<file path="config.mk">
export PLATFORM = sky130hd
export DESIGN_NAME = msb_first_bit_field_reader
export DESIGN_NICKNAME = d
export VERILOG_FILES = /design/src/design/mbfr_pkg.sv /design/src/design/msb_first_bit_field_reader.sv /design/src/design/mbfr_ctrl.sv /design/src/design/mbfr_datapath.sv
export SDC_FILE = /design/constraint.sdc
export NUM_CORES = 1
export LEC_CHECK = 0
export BUFFER_PORTS_ARGS = -buffer_cell sky130_fd_sc_hd__buf_2
export CORE_UTILIZATION = 55
export CTS_CLUSTER_DIAMETER = 30
export CTS_CLUSTER_SIZE = 28
export DETAILED_ROUTE_END_ITERATION = 8
export PLACE_DENSITY = 0.73
export SKIP_LAST_GASP = 1
export SLEW_MARGIN = 30
export SYNTH_ARGS = -nofsm -noshare
export SYNTH_HDL_FRONTEND = slang
export SYNTH_SLANG_ARGS = --single-unit
</file>
<file path="constraint.sdc">
create_clock -name clk -period 11.2 [get_ports clk]
set_input_delay 0 -clock clk [delete_from_list [all_inputs] [get_ports clk]]
set_output_delay 0 -clock clk [all_outputs]
set_load 0.02 [all_outputs]
</file>
<file path="src/design/mbfr_pkg.sv">
// Shared types and constants for the MSB-first bit-field reader.
// Word structs for both channels, request and status codes, controller state and
// command/status bundles. No dependencies.
`timescale 1ns / 1ps

package mbfr_pkg;

	localparam logic [2:0] REQ_PUSH         = 3'd0;
	localparam logic [2:0] REQ_UNSIGNED     = 3'd1;
	localparam logic [2:0] REQ_SIGNED       = 3'd2;
	localparam logic [2:0] REQ_ALIGN        = 3'd3;
	localparam logic [2:0] REQ_ALIGNED_BYTE = 3'd4;

	localparam logic [1:0] ST_OK    = 2'd0;
	localparam logic [1:0] ST_FULL  = 2'd1;
	localparam logic [1:0] ST_SHORT = 2'd2;

	localparam logic [3:0] BYTE_BITS = 4'd8;

	typedef struct packed {
		logic [2:0] req_type;
		logic [7:0] data_byte;
		logic [5:0] field_width;
	} in_word_t;

	typedef struct packed {
		logic [31:0] field_value;
		logic [1:0]  status;
	} out_word_t;

	typedef enum logic [1:0] {
		CS_IDLE,
		CS_EVAL,
		CS_SHIFT,
		CS_FIN
	} ctl_state_t;

	typedef struct packed {
		logic accept;
		logic eval;
		logic shift;
		logic finish;
	} dp_cmd_t;

	typedef struct packed {
		logic need_fetch;
		logic last_byte;
		logic out_free;
		logic fifo_empty;
		logic partial;
	} dp_status_t;

endpackage

</file>
<file path="src/design/msb_first_bit_field_reader.sv">
// Top level of the MSB-first bit-field reader: controller plus datapath.
// Depends on mbfr_pkg, mbfr_ctrl and mbfr_datapath.
//
//   channel | handshake            | word
//   --------+----------------------+--------------------------------------
//   req     | req_valid/req_stall  | req_type, data_byte, field_width
//   rsp     | rsp_valid/rsp_stall  | field_value, status
//
// One request at a time: accept, evaluate, shift once per byte touched by the
// field (none for push, align, errors, width 0; up to 5 for 32 bits), finish.
// The single-read-port byte memory delivers one byte per cycle for shifting.
// A finished word waits in the output register while the next request is taken.
// Reset empties the FIFO and puts the bit offset at a byte boundary.
`timescale 1ns / 1ps

module msb_first_bit_field_reader #(
	parameter int FIFO_DEPTH     = 8,
	parameter int MAX_FIELD_BITS = 32
) (
	input  logic                clk,
	input  logic                arst_n,
	input  logic                req_valid,
	output logic                req_stall,
	input  mbfr_pkg::in_word_t  req,
	output logic                rsp_valid,
	input  logic                rsp_stall,
	output mbfr_pkg::out_word_t rsp
);
	import mbfr_pkg::*;

	dp_cmd_t    cmd;
	dp_status_t st;

	mbfr_ctrl u_ctrl (
		.clk       (clk),
		.arst_n    (arst_n),
		.req_valid (req_valid),
		.req_stall (req_stall),
		.st        (st),
		.cmd       (cmd)
	);

	mbfr_datapath #(
		.FIFO_DEPTH     (FIFO_DEPTH),
		.MAX_FIELD_BITS (MAX_FIELD_BITS)
	) u_dp (
		.clk       (clk),
		.arst_n    (arst_n),
		.req       (req),
		.rsp_stall (rsp_stall),
		.cmd       (cmd),
		.st        (st),
		.rsp_valid (rsp_valid),
		.rsp       (rsp)
	);

	a_err_zero: assert property (@(posedge clk) disable iff (!arst_n)
		rsp_valid && (rsp.status != ST_OK) |-> rsp.field_value == 32'd0)
		else $error("error word carries nonzero value");

	a_busy_after_accept: assert property (@(posedge clk) disable iff (!arst_n)
		req_valid && !req_stall |=> req_stall)
		else $error("second request taken while one is in flight");

	a_partial_nonempty: assert property (@(posedge clk) disable iff (!arst_n)
		st.partial |-> !st.fifo_empty)
		else $error("bit offset inside a byte with an empty FIFO");

	a_single_finish: assert property (@(posedge clk) disable iff (!arst_n)
		cmd.finish |=> !cmd.finish)
		else $error("word finished twice");

endmodule

</file>
<file path="src/design/mbfr_ctrl.sv">
// Controller state machine for the bit-field reader.
// Sequences accept, evaluate, byte shift and finish. Depends on mbfr_pkg.
`timescale 1ns / 1ps

module mbfr_ctrl (
	input  logic               clk,
	input  logic               arst_n,
	input  logic               req_valid,
	output logic               req_stall,
	input  mbfr_pkg::dp_status_t st,
	output mbfr_pkg::dp_cmd_t    cmd
);
	import mbfr_pkg::*;

	ctl_state_t state_q, state_nxt;

	always_ff @(posedge clk or negedge arst_n) begin
		if (!arst_n) begin
			state_q <= CS_IDLE;
		end else begin
			state_q <= state_nxt;
		end
	end

	always_comb begin
		state_nxt = state_q;
		cmd       = '0;
		req_stall = 1'b1;
		case (state_q)
			CS_IDLE: begin
				req_stall = 1'b0;
				if (req_valid) begin
					cmd.accept = 1'b1;
					state_nxt  = CS_EVAL;
				end
			end
			CS_EVAL: begin
				cmd.eval  = 1'b1;
				state_nxt = st.need_fetch ? CS_SHIFT : CS_FIN;
			end
			CS_SHIFT: begin
				cmd.shift = 1'b1;
				if (st.last_byte) begin
					state_nxt = CS_FIN;
				end
			end
			CS_FIN: begin
				if (st.out_free) begin
					cmd.finish = 1'b1;
					state_nxt  = CS_IDLE;
				end
			end
			default: begin
				state_nxt = CS_IDLE;
			end
		endcase
	end

endmodule

</file>
<file path="src/design/mbfr_datapath.sv">
// Datapath for the bit-field reader: byte FIFO memory, pointers, bit offset,
// field accumulator and the output register. Depends on mbfr_pkg.
`timescale 1ns / 1ps

module mbfr_datapath #(
	parameter int FIFO_DEPTH     = 8,
	parameter int MAX_FIELD_BITS = 32
) (
	input  logic                 clk,
	input  logic                 arst_n,
	input  mbfr_pkg::in_word_t   req,
	input  logic                 rsp_stall,
	input  mbfr_pkg::dp_cmd_t    cmd,
	output mbfr_pkg::dp_status_t st,
	output logic                 rsp_valid,
	output mbfr_pkg::out_word_t  rsp
);
	import mbfr_pkg::*;

	localparam int PW = $clog2(FIFO_DEPTH);
	localparam int HW = $clog2(FIFO_DEPTH + 1);
	localparam int AW = HW + 3;
	localparam int CW = (AW > 6) ? AW : 6;

	function automatic logic [PW-1:0] ptr_add(input logic [PW-1:0] p, input logic [2:0] inc);
		logic [PW:0] s;
		s = {1'b0, p} + (PW+1)'(inc);
		if (s >= (PW+1)'(FIFO_DEPTH)) begin
			s = s - (PW+1)'(FIFO_DEPTH);
		end
		return s[PW-1:0];
	endfunction

	logic [7:0]    mem [FIFO_DEPTH];
	logic [7:0]    rdata_q;
	logic [PW-1:0] head_q, tail_q, rptr_q, raddr, start_ptr;
	logic [HW-1:0] held_q;
	logic [2:0]    off_q;
	in_word_t      req_q;
	out_word_t     rsp_q;
	logic          rsp_valid_q;

	logic [5:0]  w_q, rem_q;
	logic        sgn_q;
	logic [2:0]  pop_q, noff_q, boff_q;
	logic [1:0]  stat_q;
	logic [31:0] acc_q;

	logic [5:0]    wsat, w_eff, end_pos;
	logic [3:0]    sp;
	logic          sgn, chk, short, full, need_fetch;
	logic [AW-1:0] avail;
	logic [1:0]    stat;

	logic [3:0]  room, n;
	logic        last;
	logic [7:0]  shifted, bits;
	logic        sbit;
	logic [31:0] value;

	// request decode and availability check
	always_comb begin
		wsat  = (req_q.field_width > 6'(MAX_FIELD_BITS)) ? 6'(MAX_FIELD_BITS) : req_q.field_width;
		sp    = {1'b0, off_q};
		w_eff = '0;
		sgn   = 1'b0;
		chk   = 1'b0;
		case (req_q.req_type)
			REQ_UNSIGNED: begin
				w_eff = wsat;
				chk   = 1'b1;
			end
			REQ_SIGNED: begin
				w_eff = wsat;
				sgn   = 1'b1;
				chk   = 1'b1;
			end
			REQ_ALIGN: begin
				sp = (off_q != 3'd0) ? BYTE_BITS : 4'd0;
			end
			REQ_ALIGNED_BYTE: begin
				sp    = (off_q != 3'd0) ? BYTE_BITS : 4'd0;
				w_eff = 6'(BYTE_BITS);
				chk   = 1'b1;
			end
			default: begin
			end
		endcase
		avail      = {held_q, 3'b000} - AW'(sp);
		short      = chk && (CW'(w_eff) > CW'(avail));
		full       = (req_q.req_type == REQ_PUSH) && (held_q >= HW'(FIFO_DEPTH));
		end_pos    = 6'(sp) + w_eff;
		start_ptr  = ptr_add(head_q, {2'b00, sp[3]});
		need_fetch = (w_eff != 6'd0) && !short;
		stat       = full ? ST_FULL : (short ? ST_SHORT : ST_OK);
	end

	// one byte per shift step
	always_comb begin
		room    = BYTE_BITS - {1'b0, boff_q};
		last    = rem_q <= 6'(room);
		n       = last ? rem_q[3:0] : room;
		shifted = rdata_q << boff_q;
		bits    = shifted >> (BYTE_BITS - n);
		sbit    = acc_q[5'(w_q - 6'd1)];
		value   = (sgn_q && sbit) ? (acc_q | (32'hFFFF_FFFF << w_q)) : acc_q;
		raddr   = cmd.eval ? start_ptr : rptr_q;
	end

	always_ff @(posedge clk) begin
		rdata_q <= mem[raddr];
		if (cmd.finish && (req_q.req_type == REQ_PUSH) && (stat_q == ST_OK)) begin
			mem[tail_q] <= req_q.data_byte;
		end
	end

	always_ff @(posedge clk) begin
		if (cmd.accept) begin
			req_q <= req;
		end
		if (cmd.eval) begin
			w_q    <= w_eff;
			sgn_q  <= sgn && need_fetch;
			pop_q  <= end_pos[5:3];
			noff_q <= end_pos[2:0];
			stat_q <= stat;
			acc_q  <= '0;
			rem_q  <= w_eff;
			boff_q <= sp[2:0];
			rptr_q <= ptr_add(start_ptr, 3'd1);
		end else if (cmd.shift) begin
			acc_q  <= (acc_q << n) | 32'(bits);
			rem_q  <= rem_q - 6'(n);
			boff_q <= '0;
			rptr_q <= ptr_add(rptr_q, 3'd1);
		end
		if (cmd.finish) begin
			rsp_q.field_value <= value;
			rsp_q.status      <= stat_q;
		end
	end

	always_ff @(posedge clk or negedge arst_n) begin
		if (!arst_n) begin
			head_q      <= '0;
			tail_q      <= '0;
			held_q      <= '0;
			off_q       <= '0;
			rsp_valid_q <= 1'b0;
		end else begin
			if (cmd.finish && (stat_q == ST_OK)) begin
				if (req_q.req_type == REQ_PUSH) begin
					tail_q <= ptr_add(tail_q, 3'd1);
					held_q <= held_q + HW'(1);
				end else begin
					head_q <= ptr_add(head_q, pop_q);
					held_q <= held_q - HW'(pop_q);
					off_q  <= noff_q;
				end
			end
			if (cmd.finish) begin
				rsp_valid_q <= 1'b1;
			end else if (!rsp_stall) begin
				rsp_valid_q <= 1'b0;
			end
		end
	end

	assign st.need_fetch = need_fetch;
	assign st.last_byte  = last;
	assign st.out_free   = !rsp_valid_q || !rsp_stall;
	assign st.fifo_empty = (held_q == '0);
	assign st.partial    = (off_q != 3'd0);

	assign rsp_valid = rsp_valid_q;
	assign rsp       = rsp_q;

endmodule

</file>
After elaboration in Yosys (flattened, before gate mapping)
Memory sizes are Yosys's and may differ from the RTL's. A register that Yosys moved wholly into a read port is not among the register bits.
Cells that the tools add are included.
{ "totals": {"register_bits": 126, "ram_bits": 64, "inputBits": 21, "out_inout_bits": 36, "elab_cells": 131, "n_memories": 1} }
{ "op_classes": {"add_sub_neg": 18, "n_lt_le_gt_ge": 10, "eq_ne": 11, "n_shift": 4, "muxes": 40, "n_bitwise": 3, "reduce_logical": 24} }
{ "memory_table": {"columns": ["memory", "words", "word_bits", "rd", "rd_clocked_by_memory_dff", "wr", "line_no", "source"], "rows": [
  ["u_dp.mem", 8, 8, 1, 1, 1, "mbfr_datapath.sv:34", "logic [7:0] mem [FIFO_DEPTH];"]
]} }
{ "ops": {"columns": ["op", "count"], "rows": [
  ["$mux W32", 1],
  ["$or A32 B32 Y32", 1],
  ["$or A32 B8 Y32", 1],
  ["$shl A32 B4 Y32", 1],
  ["$shl A32 B6 Y32 const A", 1],
  ["$mux W3", 10],
  ["$ge A4 B4 Y1 const B", 6],
  ["$mux W6", 3],
  ["$mux W4", 4],
  ["$mux W1", 15],
  ["$sub A3 B1 Y3 const B", 5],
  ["$add A3 B1 Y4 const B", 3],
  ["$pmux W6 S2", 1],
  ["$logic_and A1 B1 Y1", 8],
  ["$mux W2", 4],
  ["$pmux W2 S4", 1],
  ["$shl A8 B3 Y8", 1],
  ["$shr A8 B4 Y8", 1],
  ["$gt A6 B7 Y1", 1],
  ["$sub A7 B4 Y7", 1],
  ["$add A4 B6 Y6", 1],
  ["$eq A3 B2 Y1 const B", 2],
  ["$gt A6 B6 Y1 const B", 1],
  ["$le A6 B4 Y1", 1],
  ["28 further kinds", 36]
]} }

Longest topological paths before layout
{ "depth": {"ltp_word": 10, "ltp_mapped": 19, "mapped_depth_nobuf": 16} }

Cells and area by module
Synthesis repeated with hierarchy kept, for this count alone.
{ "hier_totals": {"cells_unflattened": 1106, "area_unflattened_um2": 11065.6} }
{ "by_module_without_submodules": {"columns": ["mod", "n_inst", "cells_per_inst", "area_each_um2", "seq_area_each_um2"], "rows": [
  ["mbfr_datapath", 1, 1084, 10857.9, 5415.2],
  ["mbfr_ctrl", 1, 22, 207.7, 50.0]
]} }

Least setup slack after synthesis
Ideal clock, no wire load.
{ "synth_timing": {"path_type": "flip-flop to flip-flop", "startpoint": "register u_dp.boff_q[0]", "endpoint": "register u_dp.rem_q[5] (data pin)", "setup_time_ps": 260, "arrival_time_ps": 3810, "required_ps": 10940, "setup_slack_ps": 7130, "path_stages_with_launch": 19, "n_path_buf": 3, "synth_period_minus_slack_ps": 4070, "path_cell_list": "edfxtp_1 -> inv_1 -> ha_1 -> inv_1 -> ha_1 -> nor2b_1 -> o211ai_1 -> buf_2 -> a32oi_1 -> nand2_1 -> buf_2 -> buf_1 -> ha_1 -> inv_1 -> a21o_1 -> a21o_1 -> a211oi_1 -> xor2_1 -> mux2_2"} }
{ "synth_between": {"elab_chain_cells": 6} }
{ "synth_rtl": {"columns": ["item", "line_no", "source"], "rows": [
  ["start: declaration", "mbfr_datapath.sv:45", "logic [2:0] pop_q, noff_q, boff_q;"],
  ["start signal: assignment", "mbfr_datapath.sv:129", "boff_q <= sp[2:0];"],
  ["$sub A4 B3 Y4 (*)", "mbfr_datapath.sv:100", "room = BYTE_BITS - {1'b0, boff_q};"],
  ["$le A6 B4 Y1", "mbfr_datapath.sv:101", "last = rem_q <= 6'(room);"],
  ["$mux W4 (*)", "mbfr_datapath.sv:102", "n = last ? rem_q[3:0] : room;"],
  ["$sub A6 B4 Y6 (*)", "mbfr_datapath.sv:133", "rem_q <= rem_q - 6'(n);"],
  ["$mux W6 (*)", "mbfr_datapath.sv:131", "end else if (cmd.shift) begin"],
  ["$mux W6 (*)", "mbfr_datapath.sv:121", "if (cmd.eval) begin"],
  ["end signal: assignment", "mbfr_datapath.sv:128", "rem_q <= w_eff;"],
  ["end signal: assignment", "mbfr_datapath.sv:133", null],
  ["end: declaration", "mbfr_datapath.sv:43", "logic [5:0] w_q, rem_q;"]
]} }
Every way passes the cells marked *; elsewhere a longest branch is shown, timed or not. The select of a mux whose other input is x is not followed.
A chain may end at the register's enable or synchronous reset.

Worst setup path after layout
{ "layout_timing": {"startpoint": "register u_dp.boff_q[0]", "endpoint": "register u_dp.acc_q[2]"} }
{ "layout_between": {"elab_chain_cells": 6, "word_cells_on_any_way": 8, "cone_classes": "add/sub: 2; order compare: 1; shift: 3; mux: 1; bitwise: 1"} }
{ "layout_rtl": {"columns": ["item", "line_no", "source"], "rows": [
  ["$sub A4 B3 Y4", "mbfr_datapath.sv:100", null],
  ["$le A6 B4 Y1", "mbfr_datapath.sv:101", null],
  ["$mux W4", "mbfr_datapath.sv:102", null],
  ["$sub A4 B4 Y4", "mbfr_datapath.sv:104", "bits = shifted >> (BYTE_BITS - n);"],
  ["$shr A8 B4 Y8", "mbfr_datapath.sv:104", null],
  ["$or A32 B8 Y32 (*)", "mbfr_datapath.sv:132", "acc_q <= (acc_q << n) | 32'(bits);"],
  ["end signal: assignment", "mbfr_datapath.sv:132", null],
  ["end: declaration", "mbfr_datapath.sv:47", "logic [31:0] acc_q;"]
]} }
Every way passes the cells marked *; elsewhere a longest branch is shown, timed or not.

==> results.md <==
* Status: finished clean
* Die H at 143 um
* Prevailing post-synth register cell: edfxtp_1
* Vias in the first global route at 7899
* Initial Util at 56.2%
* Tot GR Track Use at 27.2%
* Layout cell share with drive strength beyond 1 at 13.5%
* Maxcap violations at 0
* EDFF count, synth at 142
* Initial antenna violation count at 0
* Core footprint at 19500 um2
* Number of I/O pins at 57
* Area share of the largest cell type after synthesis at 38.9%
* Mapped Area at 11000 um2
* GPL Wtd Cong at 0.991
* Die X at 143 um
* Drt first pass iters at 5
* Drt drc at 0
* CP max-delay cell: o211ai_1
* Grt ovf at 0
* Top post-synthesis cells by area: edfxtp_1 (39%), dfxtp_1 (7.3%), mux2i_1 (5.4%)
* CTS Root Cell: clkbuf_16
* Netlist cell types at 69
* Final Hold Fails at 0
* Total CTS buffers at 17
* Final slew viol count at 0
* Worst path bufs/invs at 3
* CP delay by family, top: compound AO/OA/AOI/OAI gates
* R2r startpoint: u_dp.boff_q[0]
* CTS tree: yes
* Mean post-synth cell area at 10.6 um2
* CP Max Fanout at 34
* Largest net degree at the start of global routing at 41
* Worst path cell trace: inv_1 -> ha_1 -> inv_1 -> ha_1 -> nor2b_1 -> o211ai_1 -> a32oi_1 -> nand2_1 -> inv_2 -> ha_1 -> xnor2_1 -> mux2_2 -> o211ai_1 -> a311oi_1
* Worst hold stages at 3
* Final Util at 62.7%
* IO Port Bufs at 56
* CP Capture Type: flop
* Rows at 51
* Hold buffers post-CTS at 21
* Most frequent CP cell: ha_1
* Adder-cell share of the synthesized area at 5.29%
* Routed wire per std cell at 19.4 um
* Proportion of synthesized area in mux cells at 9.79%
* Worst R2R End: u_dp.acc_q[2]
* Post-synthesis compound-gate area fraction at 14.6%
* Routed vias at 8407
* Gates resized, CTS repair at 0
* Die Area at 20500 um2
* #FFs+latches synth at 198
* Postcts setup bufs at 0
* Xor and xnor area share after synthesis at 2.31%
* HP Class: in2reg
* Sink Count at 198
* Nets@finish at 1152
* Synth warnings at 0
* Main combinational cell family by area after synthesis: compound AO/OA/AOI/OAI gates
* Tmin final at 5710 ps
* Critical Path Source Type: flop
* Worst Path Required at 11510 ps
* WHS Endpoint: u_ctrl.state_q[1]
* R2r worst-path depth at 14
* Vias/cell at 6.16
* CTS max path bufs at 2
* Worst Hold Launch: req_valid
* Async set-reset flop share out of synthesis at 8.08%
* Final setup TNS at 0 ps
* RSZ-0062 raised after global routing: no
* Clock Skews at 11.7 ps
* Area growth syn-to-layout at 11.6%
* Cells after Synth at 1037
* Yosys top cell by area: edfxtp_1
* First-pass GRT wire length at 42000 um
* Transition time of the tightest slew-check pin at 893 ps
* Latest clock arrival within the worst-skew pair at 450 ps
* Htree depth at 4
* Highest cell delay on the worst timing path at 710 ps
* Hpwl dp at 18500 um
* Remaining antenna violation count at 0
* Seq/Total Area, Yosys at 49.8%
* Final period util at 51.0%
* Post-synthesis simple-gate area fraction at 14.2%
* CP Data Arrival Time at 6030 ps
* N_diodes at 0
* Rel. slew slack at 40.2%
* Synthesized Nets at 1102
* WS Path Type: reg2reg
* WL final at 26500 um
* Worst R2R Setup Slack at 5490 ps
* # setup viols final at 0
* Initial DRC count at 687
* CTS clk-pin slew, worst paths at 80 ps
* Fmax at 175 MHz
routing by layer:
| layer | share of wire, % | track usage [%] | vias up |
|---|---|---|---|
| met5 | 0 | 0 | - |
| met1 | 41 | 34.8 | 4018 |
| met3 | 6.3 | 4.73 | 88 |
| li1 | - | - | 3949 |
| met4 | 4.0 | 13.8 | 0 |
| met2 | 49 | 44.4 | 352 |
metrics by stage:
step	instance area, um2	hold WS [ps]	std cells	setup slack, ps
after floorplan	11000	-296	1037	7130
after global placement	11400	-49.8	1312	5720
after detailed placement	11400	-48.8	1312	5600
after CTS	12200	95.3	1365	5540
after global routing	12200	132	1365	4980
final	12200	105	1365	5490
worst reg2reg max path, cell delays in order, from the launching register on:
cell and delay (ps):
edfxtp_1 700, inv_1 160, ha_1 400, inv_1 70
ha_1 300, nor2b_1 140, o211ai_1 710, a32oi_1 290
nand2_1 560, inv_2 490, ha_1 390, xnor2_1 700
mux2_2 420, o211ai_1 160, a311oi_1 110
layout make-up:
class,count,area [um2]
Clock inverter,15,196
Multi-Input combinational cell,736,5080
Inverter,47,178
Clock buffer,17,425
Fill cell,1615,7280
Sequential cell,198,5470
Tap cell,265,332
Timing Repair Buffer,87,566
layout by cell type, fill, tap and decap left out, types with 16 or more instances in the layout:
master	instances
a21o_1	32
a21oi_1	30
a22oi_1	25
buf_2	56
clkbuf_16	17
dfrtp_1	16
dfxtp_1	40
dlygate4sd3_1	21
edfxtp_1	142
ha_1	39
inv_1	41
mux2_2	21
mux2i_1	58
nand2_1	142
nand3_1	71
nor2_1	61
o21ai_0	41
xnor2_1	16
kinds of logic after synthesis:
| group | Yosys count |
|---|---|
| XOR/XNOR | 29 |
| AO/OA/AOI/OAI | 228 |
| AND/OR/NAND/NOR | 344 |
| multiplexers | 91 |
| flip-flops | 198 |
| adder cells (fa/ha/maj) | 44 |
| buffers and inverters | 103 |
state kept, by name, indices dropped and copies added, names as in the netlist, 4 cells and up:
signal        count
u_dp.rdata_q      8
u_dp.rem_q        6
u_dp.rsp         34
u_dp.held_q       4
u_dp.req_q       17
u_dp.mem         64
u_dp.acc_q       32
u_dp.w_q          6
Yosys cell counts (all sizes together), types with 32 or more instances:
master,n
dfxtp,40
inv,45
nor2,61
nand3,71
ha,40
a21oi,32
o21ai,42
nand2,142
a21o,32
edfxtp,142
clkbuf,38
mux2i,59
worst max path at each step:
stage,from,endpoint,slack [ps],cells past startpoint
global route,u_dp.boff_q[0],u_dp.acc_q[3],4980,14
global placement,u_dp.boff_q[0],u_dp.acc_q[2],5720,14
detailed placement,u_dp.boff_q[0],u_dp.acc_q[2],5600,14
finish,u_dp.boff_q[0],u_dp.acc_q[2],5490,14
CTS,u_dp.boff_q[0],u_dp.acc_q[2],5540,14
floorplan,u_dp.boff_q[0],u_dp.rem_q[5],7130,18
Power is not shown: default switching activity piles up to over one toggle a cycle in this logic, so the estimate is an artifact.
